--- config.mk ---
export PLATFORM = sky130hd
export DESIGN_NAME = double_to_exact_decimal_core
export DESIGN_NICKNAME = d
export VERILOG_FILES = /design/src/rtl/core/d2ed_pkg.sv /design/src/rtl/core/d2ed_front.sv /design/src/rtl/core/d2ed_queue.sv /design/src/rtl/core/d2ed_back.sv /design/src/rtl/core/double_to_exact_decimal_core.sv
export SDC_FILE = /design/constraint.sdc
export NUM_CORES = 1
export LEC_CHECK = 0
export BUFFER_PORTS_ARGS = -buffer_cell sky130_fd_sc_hd__buf_4
export CORE_UTILIZATION = 40
export DETAILED_ROUTE_END_ITERATION = 12
export GPL_ROUTABILITY_DRIVEN = 0
export HOLD_SLACK_MARGIN = 0.12
export PLACE_DENSITY_LB_ADDON = 0.3
export SKIP_LAST_GASP = 1
export SYNTH_ARGS = -nofsm -noshare
export SYNTH_HDL_FRONTEND = slang
export SYNTH_HIERARCHICAL = 1
export SYNTH_SLANG_ARGS = --single-unit
--- constraint.sdc ---
create_clock -name clk -period 9.4 [get_ports clk]
set_clock_uncertainty 0.1 [all_clocks]
set_input_delay 0.94 -clock clk [delete_from_list [all_inputs] [get_ports clk]]
set_output_delay 0.94 -clock clk [all_outputs]
set_load 0.01 [all_outputs]
--- src/rtl/core/d2ed_pkg.sv ---
// Package for the double-to-exact-decimal core: field widths, constants,
// the front-to-back descriptor type and the back-end state type. No dependencies.
`timescale 1ns / 1ps

package d2ed_pkg;

  localparam int FRAC_BITS_DEF = 64;
  localparam int QUEUE_DEPTH   = 2;

  localparam int MANT_W  = 52;
  localparam int EXP_W   = 11;
  localparam int UEXP_W  = 12;
  localparam int INT_W   = 64;
  localparam int DIGIT_W = 4;

  localparam logic [EXP_W-1:0] EXP_BIAS = 11'd1023;
  localparam int               INT_MAX_EXP = 63;

  // Single: one result with no digit (zero, no fraction, out of range).
  // Digits: a non-zero fraction that is expanded digit by digit.
  typedef enum logic {
    K_SINGLE,
    K_DIGITS
  } kind_t;

  typedef struct packed {
    logic               sign;
    logic [UEXP_W-1:0]  uexp;
    logic [MANT_W-1:0]  mant;
    logic [INT_W-1:0]   intp;
    logic               rerr;
    kind_t              kind;
  } desc_t;

  typedef enum logic {
    B_IDLE,
    B_RUN
  } bstate_t;

endpackage

--- src/rtl/core/d2ed_front.sv ---
// Front end: accepts a binary64 pattern, classifies it and forms the integer
// part and the left-aligned binary fraction. Depends on d2ed_pkg.
`timescale 1ns / 1ps

module d2ed_front import d2ed_pkg::*; #(
  parameter int FRAC_BITS = FRAC_BITS_DEF
) (
  input  logic                 in_valid,
  output logic                 in_stall,
  input  logic [63:0]          float_bits,
  input  logic                 q_full,
  output logic                 q_push,
  output desc_t                desc,
  output logic [FRAC_BITS-1:0] frac
);

  localparam int SHW = $clog2(FRAC_BITS);
  localparam logic signed [12:0] EMIN = 13'(52 - FRAC_BITS);
  localparam logic signed [12:0] EMAX = 13'(INT_MAX_EXP);
  localparam logic signed [12:0] EPT  = 13'(MANT_W);

  logic [EXP_W-1:0]          expf;
  logic signed [12:0]        e_s;
  logic signed [12:0]        sh_full;
  logic [SHW-1:0]            sh;
  logic [MANT_W:0]           sig;
  logic [FRAC_BITS+MANT_W:0] wide;
  logic                      is_zero;
  logic                      is_range;
  logic [INT_W-1:0]          int_lo;
  logic [INT_W-1:0]          int_hi;

  assign in_stall = q_full;
  assign q_push   = in_valid && !q_full;

  always_comb begin
    expf     = float_bits[62:52];
    e_s      = $signed({2'b00, expf}) - $signed({2'b00, EXP_BIAS});
    sig      = {1'b1, float_bits[MANT_W-1:0]};
    is_zero  = (float_bits[62:0] == 63'd0);
    is_range = (e_s < EMIN) || (e_s > EMAX);

    // Fraction bits scaled by 2^FRAC_BITS; the shift stays below FRAC_BITS in range.
    sh_full = e_s + 13'(FRAC_BITS - MANT_W);
    sh      = sh_full[SHW-1:0];
    wide    = {{FRAC_BITS{1'b0}}, sig} << sh;

    int_lo = INT_W'(sig) >> (6'd52 - e_s[5:0]);
    int_hi = INT_W'(sig) << (e_s[5:0] - 6'd52);

    desc.sign = float_bits[63];
    desc.uexp = e_s[UEXP_W-1:0];
    desc.mant = float_bits[MANT_W-1:0];
    desc.rerr = 1'b0;
    desc.kind = K_SINGLE;
    desc.intp = '0;
    frac      = '0;

    priority if (is_zero) begin
      desc.kind = K_SINGLE;
    end else if (is_range) begin
      desc.rerr = 1'b1;
    end else if (e_s >= EPT) begin
      desc.intp = int_hi;
    end else begin
      desc.intp = e_s[12] ? '0 : int_lo;
      frac      = wide[FRAC_BITS-1:0];
      desc.kind = (wide[FRAC_BITS-1:0] == '0) ? K_SINGLE : K_DIGITS;
    end
  end

endmodule

--- src/rtl/core/d2ed_queue.sv ---
// Short register queue between front and back ends.
// Depends on d2ed_pkg for the default depth.
`timescale 1ns / 1ps

module d2ed_queue import d2ed_pkg::*; #(
  parameter int DW    = 8,
  parameter int DEPTH = QUEUE_DEPTH
) (
  input  logic          clk,
  input  logic          rst,
  input  logic          push,
  input  logic [DW-1:0] push_data,
  output logic          full,
  input  logic          pop,
  output logic [DW-1:0] pop_data,
  output logic          empty
);

  localparam int AW = (DEPTH > 1) ? $clog2(DEPTH) : 1;
  localparam int CW = $clog2(DEPTH + 1);

  logic [DW-1:0] slots [DEPTH];
  logic [AW-1:0] wr_ptr;
  logic [AW-1:0] rd_ptr;
  logic [CW-1:0] count;

  assign full     = (count == CW'(DEPTH));
  assign empty    = (count == '0);
  assign pop_data = slots[rd_ptr];

  always_ff @(posedge clk) begin
    if (push) begin
      slots[wr_ptr] <= push_data;
    end
  end

  always_ff @(posedge clk) begin
    if (rst) begin
      wr_ptr <= '0;
      rd_ptr <= '0;
      count  <= '0;
    end else begin
      if (push) begin
        wr_ptr <= (wr_ptr == AW'(DEPTH - 1)) ? '0 : wr_ptr + 1'b1;
      end
      if (pop) begin
        rd_ptr <= (rd_ptr == AW'(DEPTH - 1)) ? '0 : rd_ptr + 1'b1;
      end
      unique case ({push, pop})
        2'b10:   count <= count + 1'b1;
        2'b01:   count <= count - 1'b1;
        default: count <= count;
      endcase
    end
  end

endmodule

--- src/rtl/core/d2ed_back.sv ---
// Back end: takes descriptors from the queue, emits single results directly and
// expands fractions by repeated times-ten, one digit per cycle when not stalled. Depends on d2ed_pkg.
`timescale 1ns / 1ps

module d2ed_back import d2ed_pkg::*; #(
  parameter int FRAC_BITS = FRAC_BITS_DEF
) (
  input  logic                 clk,
  input  logic                 rst,
  input  logic                 q_empty,
  output logic                 q_pop,
  input  desc_t                q_desc,
  input  logic [FRAC_BITS-1:0] q_frac,
  output logic                 out_valid,
  input  logic                 out_stall,
  output logic                 sign_bit,
  output logic [UEXP_W-1:0]    unbiased_exponent,
  output logic [MANT_W-1:0]    mantissa_field,
  output logic [INT_W-1:0]     integer_part,
  output logic [DIGIT_W-1:0]   decimal_digit,
  output logic                 digit_valid,
  output logic                 last_result,
  output logic                 range_error
);

  bstate_t                       state;
  bstate_t                       state_next;
  desc_t                         hdr;
  logic [FRAC_BITS-1:0]          frac;
  logic [FRAC_BITS+DIGIT_W-1:0]  prod;
  logic [FRAC_BITS-1:0]          frac_next;
  logic                          adv;
  logic                          emit;
  logic                          single;

  // x*10 = x*8 + x*2; the top nibble is the carry-out digit.
  assign prod      = ({{DIGIT_W{1'b0}}, frac} << 3) + ({{DIGIT_W{1'b0}}, frac} << 1);
  assign frac_next = prod[FRAC_BITS-1:0];
  assign adv       = !out_valid || !out_stall;

  always_comb begin
    state_next = state;
    q_pop      = 1'b0;
    emit       = 1'b0;
    single     = 1'b0;
    unique case (state)
      B_IDLE: begin
        if (!q_empty && adv) begin
          q_pop = 1'b1;
          if (q_desc.kind == K_DIGITS) begin
            state_next = B_RUN;
          end else begin
            single = 1'b1;
          end
        end
      end
      B_RUN: begin
        if (adv) begin
          emit = 1'b1;
          if (frac_next == '0) begin
            state_next = B_IDLE;
          end
        end
      end
      default: state_next = B_IDLE;
    endcase
  end

  always_ff @(posedge clk) begin
    if (rst) begin
      state     <= B_IDLE;
      out_valid <= 1'b0;
    end else begin
      state <= state_next;
      if (single || emit) begin
        out_valid <= 1'b1;
      end else if (!out_stall) begin
        out_valid <= 1'b0;
      end
    end
  end

  always_ff @(posedge clk) begin
    if (q_pop) begin
      hdr  <= q_desc;
      frac <= q_frac;
    end else if (emit) begin
      frac <= frac_next;
    end
    if (single) begin
      sign_bit          <= q_desc.sign;
      unbiased_exponent <= q_desc.uexp;
      mantissa_field    <= q_desc.mant;
      integer_part      <= q_desc.intp;
      decimal_digit     <= '0;
      digit_valid       <= 1'b0;
      last_result       <= 1'b1;
      range_error       <= q_desc.rerr;
    end else if (emit) begin
      sign_bit          <= hdr.sign;
      unbiased_exponent <= hdr.uexp;
      mantissa_field    <= hdr.mant;
      integer_part      <= hdr.intp;
      decimal_digit     <= prod[FRAC_BITS+DIGIT_W-1:FRAC_BITS];
      digit_valid       <= 1'b1;
      last_result       <= (frac_next == '0);
      range_error       <= 1'b0;
    end
  end

endmodule

--- src/rtl/core/double_to_exact_decimal_core.sv ---
// Exact decimal expansion of a binary64 value. A digitless result passes through the queue
// and the output register; the first digit of a fraction also through the fraction register.
// Unless stalled, a fraction gives one digit per cycle down to its lowest set bit (at most FRAC_BITS digits).
// Back end: a digitless item goes straight to the output register; a fraction is loaded first; stalls hold both.
// The 2-entry queue lets the front take new items while the back end is still emitting.
// Reset (rst, synchronous, active high) empties the queue, idles the back end and drops out_valid.
`timescale 1ns / 1ps

module double_to_exact_decimal_core import d2ed_pkg::*; #(
  parameter int FRAC_BITS = FRAC_BITS_DEF
) (
  input  logic                clk,
  input  logic                rst,
  input  logic                in_valid,
  output logic                in_stall,
  input  logic [63:0]         float_bits,
  output logic                out_valid,
  input  logic                out_stall,
  output logic                sign_bit,
  output logic [UEXP_W-1:0]   unbiased_exponent,
  output logic [MANT_W-1:0]   mantissa_field,
  output logic [INT_W-1:0]    integer_part,
  output logic [DIGIT_W-1:0]  decimal_digit,
  output logic                digit_valid,
  output logic                last_result,
  output logic                range_error
);

  // Queue entry: fraction in the top bits, descriptor below.
  localparam int DW = FRAC_BITS + $bits(desc_t);

  desc_t                f_desc;
  logic [FRAC_BITS-1:0] f_frac;
  logic                 q_push;
  logic                 q_full;
  logic                 q_pop;
  logic                 q_empty;
  logic [DW-1:0]        q_rd;
  desc_t                b_desc;
  logic [FRAC_BITS-1:0] b_frac;

  // Front: classification is combinational, straight into the queue on transfer.
  d2ed_front #(
    .FRAC_BITS (FRAC_BITS)
  ) u_front (
    .in_valid   (in_valid),
    .in_stall   (in_stall),
    .float_bits (float_bits),
    .q_full     (q_full),
    .q_push     (q_push),
    .desc       (f_desc),
    .frac       (f_frac)
  );

  d2ed_queue #(
    .DW    (DW),
    .DEPTH (QUEUE_DEPTH)
  ) u_queue (
    .clk       (clk),
    .rst       (rst),
    .push      (q_push),
    .push_data ({f_frac, f_desc}),
    .full      (q_full),
    .pop       (q_pop),
    .pop_data  (q_rd),
    .empty     (q_empty)
  );

  assign b_desc = q_rd[$bits(desc_t)-1:0];
  assign b_frac = q_rd[DW-1:$bits(desc_t)];

  // Back: one digit per cycle from the times-ten adder while not stalled, held in an output register.
  d2ed_back #(
    .FRAC_BITS (FRAC_BITS)
  ) u_back (
    .clk               (clk),
    .rst               (rst),
    .q_empty           (q_empty),
    .q_pop             (q_pop),
    .q_desc            (b_desc),
    .q_frac            (b_frac),
    .out_valid         (out_valid),
    .out_stall         (out_stall),
    .sign_bit          (sign_bit),
    .unbiased_exponent (unbiased_exponent),
    .mantissa_field    (mantissa_field),
    .integer_part      (integer_part),
    .decimal_digit     (decimal_digit),
    .digit_valid       (digit_valid),
    .last_result       (last_result),
    .range_error       (range_error)
  );

endmodule

==> results.json, run 1 <==
{
  "run_status": "finished, final reports clean",
  "synth_top_area_share_pct": 52.71,
  "syn_nets": 3409,
  "area_delta_synth_final_pct": 11.38,
  "rsz0062_at_grt": "no",
  "crit_path_max_incr_delay_ps": 960,
  "antenna_left": 0,
  "final_nets": 3463,
  "critical_path.top_delay_family": "buffers and inverters",
  "synthesis.area_sq_um": 40620,
  "grt_first_pass_wirelength_microns": 178000,
  "grt_use_met1_pct": 31.80,
  "cts_tree": "done",
  "setup_viol": 0,
  "grt_use_met2_pct": 34.30,
  "slew_violations": 0,
  "fillers": 9126,
  "path_max_fanout": 75,
  "grt_overflow_total": 0,
  "cts_hold_buffers": 0,
  "cts_setup_buffers": 0,
  "yosys_register_bits": 726,
  "reg2reg_depth": 13,
  "timing.final.ws_setup_ps": 3440,
  "dieArea_sq_um": 102800,
  "synth_warnings": 6,
  "clock-sinks": 726,
  "cp-startpoint": "float_bits[52]",
  "cts-root-buf": "clkbuf_16",
  "first_iter_violations": 4067,
  "arrival_ps": 6200,
  "synth_edf_count": 713,
  "cp.required_ps": 9640,
  "post-route-min-period_ps": 5960,
  "irDropWorstVdd_v": 0.0002405,
  "path_clk_slew_ps": 60,
  "worst_slew_pin_slew_ps": 1266,
  "antenna_found_initial": 6,
  "fmax_ghz": 0.1678,
  "async_reset_ff_share_pct": 0,
  "initial_core_util_pct": 40.50,
  "critPathKind": "primary input to flop",
  "dp_hpwl_microns": 85640,
  "grt_max_degree": 136,
  "leakage_nw": 15.85,
  "die_y_microns": 320.7,
  "die_w_microns": 320.7,
  "syn_avg_cell_area_sq_um": 12.42,
  "wl_per_cell_microns": 25.59,
  "netlist_instances": 3271,
  "grtUsageTotal_pct": 23.06,
  "multi_input_area_sq_um": 17450,
  "route.vias.total": 28560,
  "hold_violations": 0,
  "yosys-top-cells-area": "edfxtp_1, mux2_2, mux4_2",
  "synthFlopType": "edfxtp_1",
  "final_common_cell": "edfxtp_1",
  "start_kind": "primary input",
  "cp-end-kind": "flop",
  "seqCellArea_sq_um": 21670,
  "grt_busiest_layer": "met2",
  "numCtsBuffers": 77,
  "endpoint": "u_queue/slots[1][0]",
  "synth_top_area_cell": "edfxtp_1",
  "relSlewSlack_pct": 15.26,
  "synth_cell_types": 104,
  "drive_above_1_share_pct": 25.38,
  "crit_top_cell": "buf_4",
  "p_total_mw": 16.47,
  "critical_path_depth": 13,
  "insertion_delay_ps": 640,
  "crit_slowest_cell": "clkinv_1",
  "io_buffer_count": 205,
  "p_per_area_nw_per_um2": 364.1,
  "grt_pass1_vias": 27260,
  "place_ws_ps": 3019,
  "drcViolationCount": 0,
  "dpl_cell_area_sq_um": 42780,
  "drv_cap": 0,
  "ys_seq_area_share_pct": 53.35,
  "crit_path_cell_trace": "buf_4 > ha_1 > xnor2_4 > ha_2 > buf_4 > clkinv_1 > o21ai_0 > a2bb2oi_1 > nor3_1 > a211oi_1 > nand3_1 > nor4_1 > a31oi_1",
  "rrSetupSlack_ps": 4400,
  "fin_setup_tns_ps": 0,
  "final_cell_mix": "edfxtp_1, nor2_1, mux2_2, nand2_1, buf_4",
  "r2r_end": "u_back/state",
  "post-route-period-util_pct": 63.40,
  "rows": 116,
  "path_buf_inv": 3,
  "vias_per_cell": 6.021,
  "h-tree-depth": 3,
  "drtPass1Iterations": 8,
  "met3_usage_pct": 5.999,
  "rr_startpoint": "u_back/frac[0]",
  "pin_count": 206,
  "clockBufferDepth": 3,
  "wl_microns": 121400,
  "core_sq_um": 100300,
  "hold_class": "flop to flop",
  "cts-resized-gates": 0,
  "design_area_sq_um": 45240
}
## cells in the mapped netlist, drive strengths merged, types with 16 or more instances
cell type	number
nor4	31
o21a	31
nor3	52
a31oi	23
a21oi	202
o21ai	154
o22ai	51
mux4	69
inv	30
o211ai	16
buf	163
xnor2	40
nand3	47
a211oi	28
a21o	17
nor2	302
ha	69
or3	17
a22oi	17
mux2i	112
and3	17
xor2	36
nand4	44
nand2	256
edfxtp	713
mux2	382
clkbuf	100
## power breakdown
group / switching (mW) / internal [mW]
Sequential: 0.399 / 5.08
Combinational: 5.03 / 3.00
Clock: 1.25 / 1.71
Total: 6.68 / 9.79
## registers in the layout (all words and copies together), names as in the netlist, 2 cells and up, named ones only
name and count:
u_back/unbiased_exponent 12, u_back/frac 64, u_back/hdr 129, u_queue/slots 390, u_back/integer_part 64, u_back/mantissa_field 52
u_queue/count 2, u_back/decimal_digit 4
## kinds of logic (layout without fill, tap and decap cells)
group / after synthesis / in the layout / synth area share (%)
flip-flops: 726 / 726 / 53.35
AND/OR/NAND/NOR: 857 / 857 / 9.907
AO/OA/AOI/OAI: 683 / 683 / 10.77
buffers and inverters: 296 / 409 / 3.986
adder cells (fa/ha/maj): 70 / 70 / 2.175
XOR/XNOR: 76 / 76 / 1.703
multiplexers: 563 / 563 / 18.11
other: 0 / 2 / 0
## stage by stage
| stage | hold slack [ps] | instances | util (%) |
|---|---|---|---|
| 3_5_place_dp | 335.5 | 4603 | 42.66 |
| 6_report | 337.4 | 4743 | 45.11 |
| 4_1_cts | 343.5 | 4741 | 45.10 |
| 2_1_floorplan | 361.4 | 3271 | - |
| 3_3_place_gp | 339.8 | 4603 | 42.66 |
| 5_1_grt | 383.5 | 4742 | 45.11 |
## tightest hold or removal path: stages (launching register included)
cell and delay (ps):
dfxtp_1 310, nand2_1 50, nand2_1 40
## per-layer routing
layer	vias up	wire length (microns)
met2	1549	52670
li1	12670	-
met5	-	23
met3	318	12230
met4	4	5303
met1	14020	51120
## final cells by class
type	instances	area share (%)
Multi-Input combinational cell	2249	38.57
Clock buffer	90	4.461
Antenna cell	2	0.01106
Tap cell	1357	3.753
Inverter	33	0.3015
Timing Repair Buffer	238	4.032
Sequential cell	726	47.91
Clock inverter	48	0.9569
## how the worst min path moves through the flow
stage,start,to,cells past startpoint
global route,u_back/decimal_digit[1],u_back/decimal_digit[1],2
floorplan,u_queue/count[1],u_queue/count[1],2
detailed placement,u_back/decimal_digit[3],u_back/decimal_digit[3],2
finish,u_back/decimal_digit[3],u_back/decimal_digit[3],2
CTS,u_back/decimal_digit[3],u_back/decimal_digit[3],2
global placement,u_back/decimal_digit[3],u_back/decimal_digit[3],2
No activity file was read; power rests on OpenSTA's default activity.
==> run 2: changes to the inputs <==
==> constraint.sdc (replaced) <==
create_clock -name clk -period 6.1 [get_ports clk]
set_clock_uncertainty 0.1 [all_clocks]
set_input_delay 0.61 -clock clk [delete_from_list [all_inputs] [get_ports clk]]
set_output_delay 0.61 -clock clk [all_outputs]
set_load 0.01 [all_outputs]
==> results.json, run 2 (same netlist as run 1, synthesis figures left out) <==
{
  "reg2reg_depth": 12,
  "clkPwrFrac_pct": 17.4,
  "regMostFlops": "u_queue/slots",
  "internal-power_mw": 14.99,
  "numCtsBuffers": 77,
  "combPwrFrac_pct": 49.5,
  "fin_setup_tns_ps": 0,
  "largestRegisters": "u_queue/slots (390), u_back/hdr (129)",
  "cts_hold_buffers": 6,
  "dpl_cell_area_sq_um": 43030,
  "seqPwrFrac_pct": 33.1,
  "relSlewSlack_pct": 8.947,
  "insertion_delay_ps": 640,
  "worst_slew_pin_slew_ps": 1361,
  "drcViolationCount": 0,
  "core_sq_um": 100300,
  "fillers": 9098,
  "dieArea_sq_um": 102800,
  "wl_per_cell_microns": 25.35,
  "largest_reg_flops": 390,
  "rows": 116,
  "initial_core_util_pct": 40.50,
  "setup_viol": 0,
  "antenna_found_initial": 2,
  "arrival_ps": 5200,
  "route.vias.total": 28670,
  "clockBufferDepth": 3,
  "design_area_sq_um": 45430,
  "area_delta_synth_final_pct": 11.84,
  "final_nets": 3497,
  "vias_per_cell": 6.004,
  "start_kind": "flop",
  "rsz0062_at_grt": "no",
  "first_iter_violations": 4114,
  "h-tree-depth": 3,
  "post-route-min-period_ps": 4815,
  "cts-root-buf": "clkbuf_16",
  "critPathKind": "flop to flop",
  "grt_pass1_vias": 27040,
  "slew_violations": 0,
  "hold_violations": 0,
  "grt_first_pass_wirelength_microns": 177800,
  "fmax_ghz": 0.2077,
  "cts_tree": "done",
  "irDropWorstVdd_v": 0.0004425,
  "grtUsageTotal_pct": 23.01,
  "final_cell_mix": "edfxtp_1, nor2_1, mux2_2, buf_4, nand2_1",
  "p_per_area_nw_per_um2": 555.6,
  "pin_count": 206,
  "grt_max_degree": 101,
  "path_clk_slew_ps": 70,
  "path_max_fanout": 5,
  "p_sw_mw": 10.25,
  "hold_class": "primary input to flop",
  "p_total_mw": 25.24,
  "dp_hpwl_microns": 86720,
  "leakage_nw": 15.98,
  "cts_setup_buffers": 0,
  "drtPass1Iterations": 7,
  "drive_above_1_share_pct": 25.93,
  "cts-resized-gates": 0,
  "io_buffer_count": 205,
  "final_common_cell": "edfxtp_1",
  "wl_microns": 121000,
  "drv_cap": 0,
  "grt_overflow_total": 0,
  "post-route-period-util_pct": 78.93,
  "cp-end-kind": "flop",
  "switching_share_pct": 40.61,
  "die_w_microns": 320.7,
  "min_path_cells": 1,
  "die_y_microns": 320.7,
  "clock-sinks": 726,
  "antenna_left": 0,
  "run_status": "finished, final reports clean",
  "cp.required_ps": 6490
}
## run 2: changes by cell type in the layout (fill, tap and decap cells not counted), sizes merged
cell         previous run  this run
buf                   238       266
bufinv                  6         1
clkbuf                 90       101
clkinv                 37        29
clkinvlp                5         2
diode                   2         1
dlygate4sd3             0         6
inv                    33        37
## run 2: through the flow
step | setup slack (ps) | utilization, % | cells | hold slack [ps]
2_1_floorplan | 116.4 | - | 3271 | 361.4
3_3_place_gp | 918.2 | 42.91 | 4631 | 337.9
3_5_place_dp | 965.4 | 42.91 | 4631 | 334.0
4_1_cts | 1344 | 45.29 | 4774 | 122.3
5_1_grt | 1085 | 45.29 | 4774 | 128.7
6_report | 1285 | 45.30 | 4775 | 133.7
## run 2: per-layer routing
layer	share of wire [%]	routed length, microns	vias to the layer above	track usage (%)
met4	3.3	4026	4	7.507
met1	43	52230	14120	32.61
met5	0.023	28	-	0
met3	9.9	11980	276	5.424
li1	-	-	12730	-
met2	44	52760	1541	34.57
## run 2: power by group through the flow
stage          clock [mW]  sequential [mW]  combinational, mW
6_report             4.39             8.36               12.5
5_1_grt              4.69             8.49               13.4
4_1_cts              4.50             8.37               12.3
3_5_place_dp            0             8.45               12.2
3_3_place_gp            0             8.43               12.2
2_1_floorplan           0             8.65               8.21
## run 2: area by class of cell
class | instances | area, sq um | share of cell area, %
clock buffers | 101 | 2090 | 4.600
inverters | 33 | 136.4 | 0.3002
clock inverters | 36 | 245.2 | 0.5398
flip-flops and latches | 726 | 21670 | 47.71
repair buffers | 272 | 2132 | 4.693
multi-input cells | 2249 | 17450 | 38.41
well taps | 1357 | 1698 | 3.737
diodes | 1 | 2.502 | 0.005508
## run 2: final timing paths
check	from	endpoint	slack [ps]
max	u_back/frac[0]	u_back/state	1290
min	float_bits[47]	u_queue/slots[1][113]	130
max reg2reg	u_back/frac[0]	u_back/state	1290
min reg2reg	u_back/decimal_digit[3]	u_back/decimal_digit[3]	340
## run 2: critical path, stage by stage (launching register included)
cell and delay [ps]:
edfxtp_1 420, ha_1 270, fa_1 420, a21o_1 230, a221oi_2 460, nor3_1 180, o21ai_1 460, nand2_1 230
o311ai_0 840, and4b_1 370, nand4b_1 170, nor4_2 400, a211oi_1 120
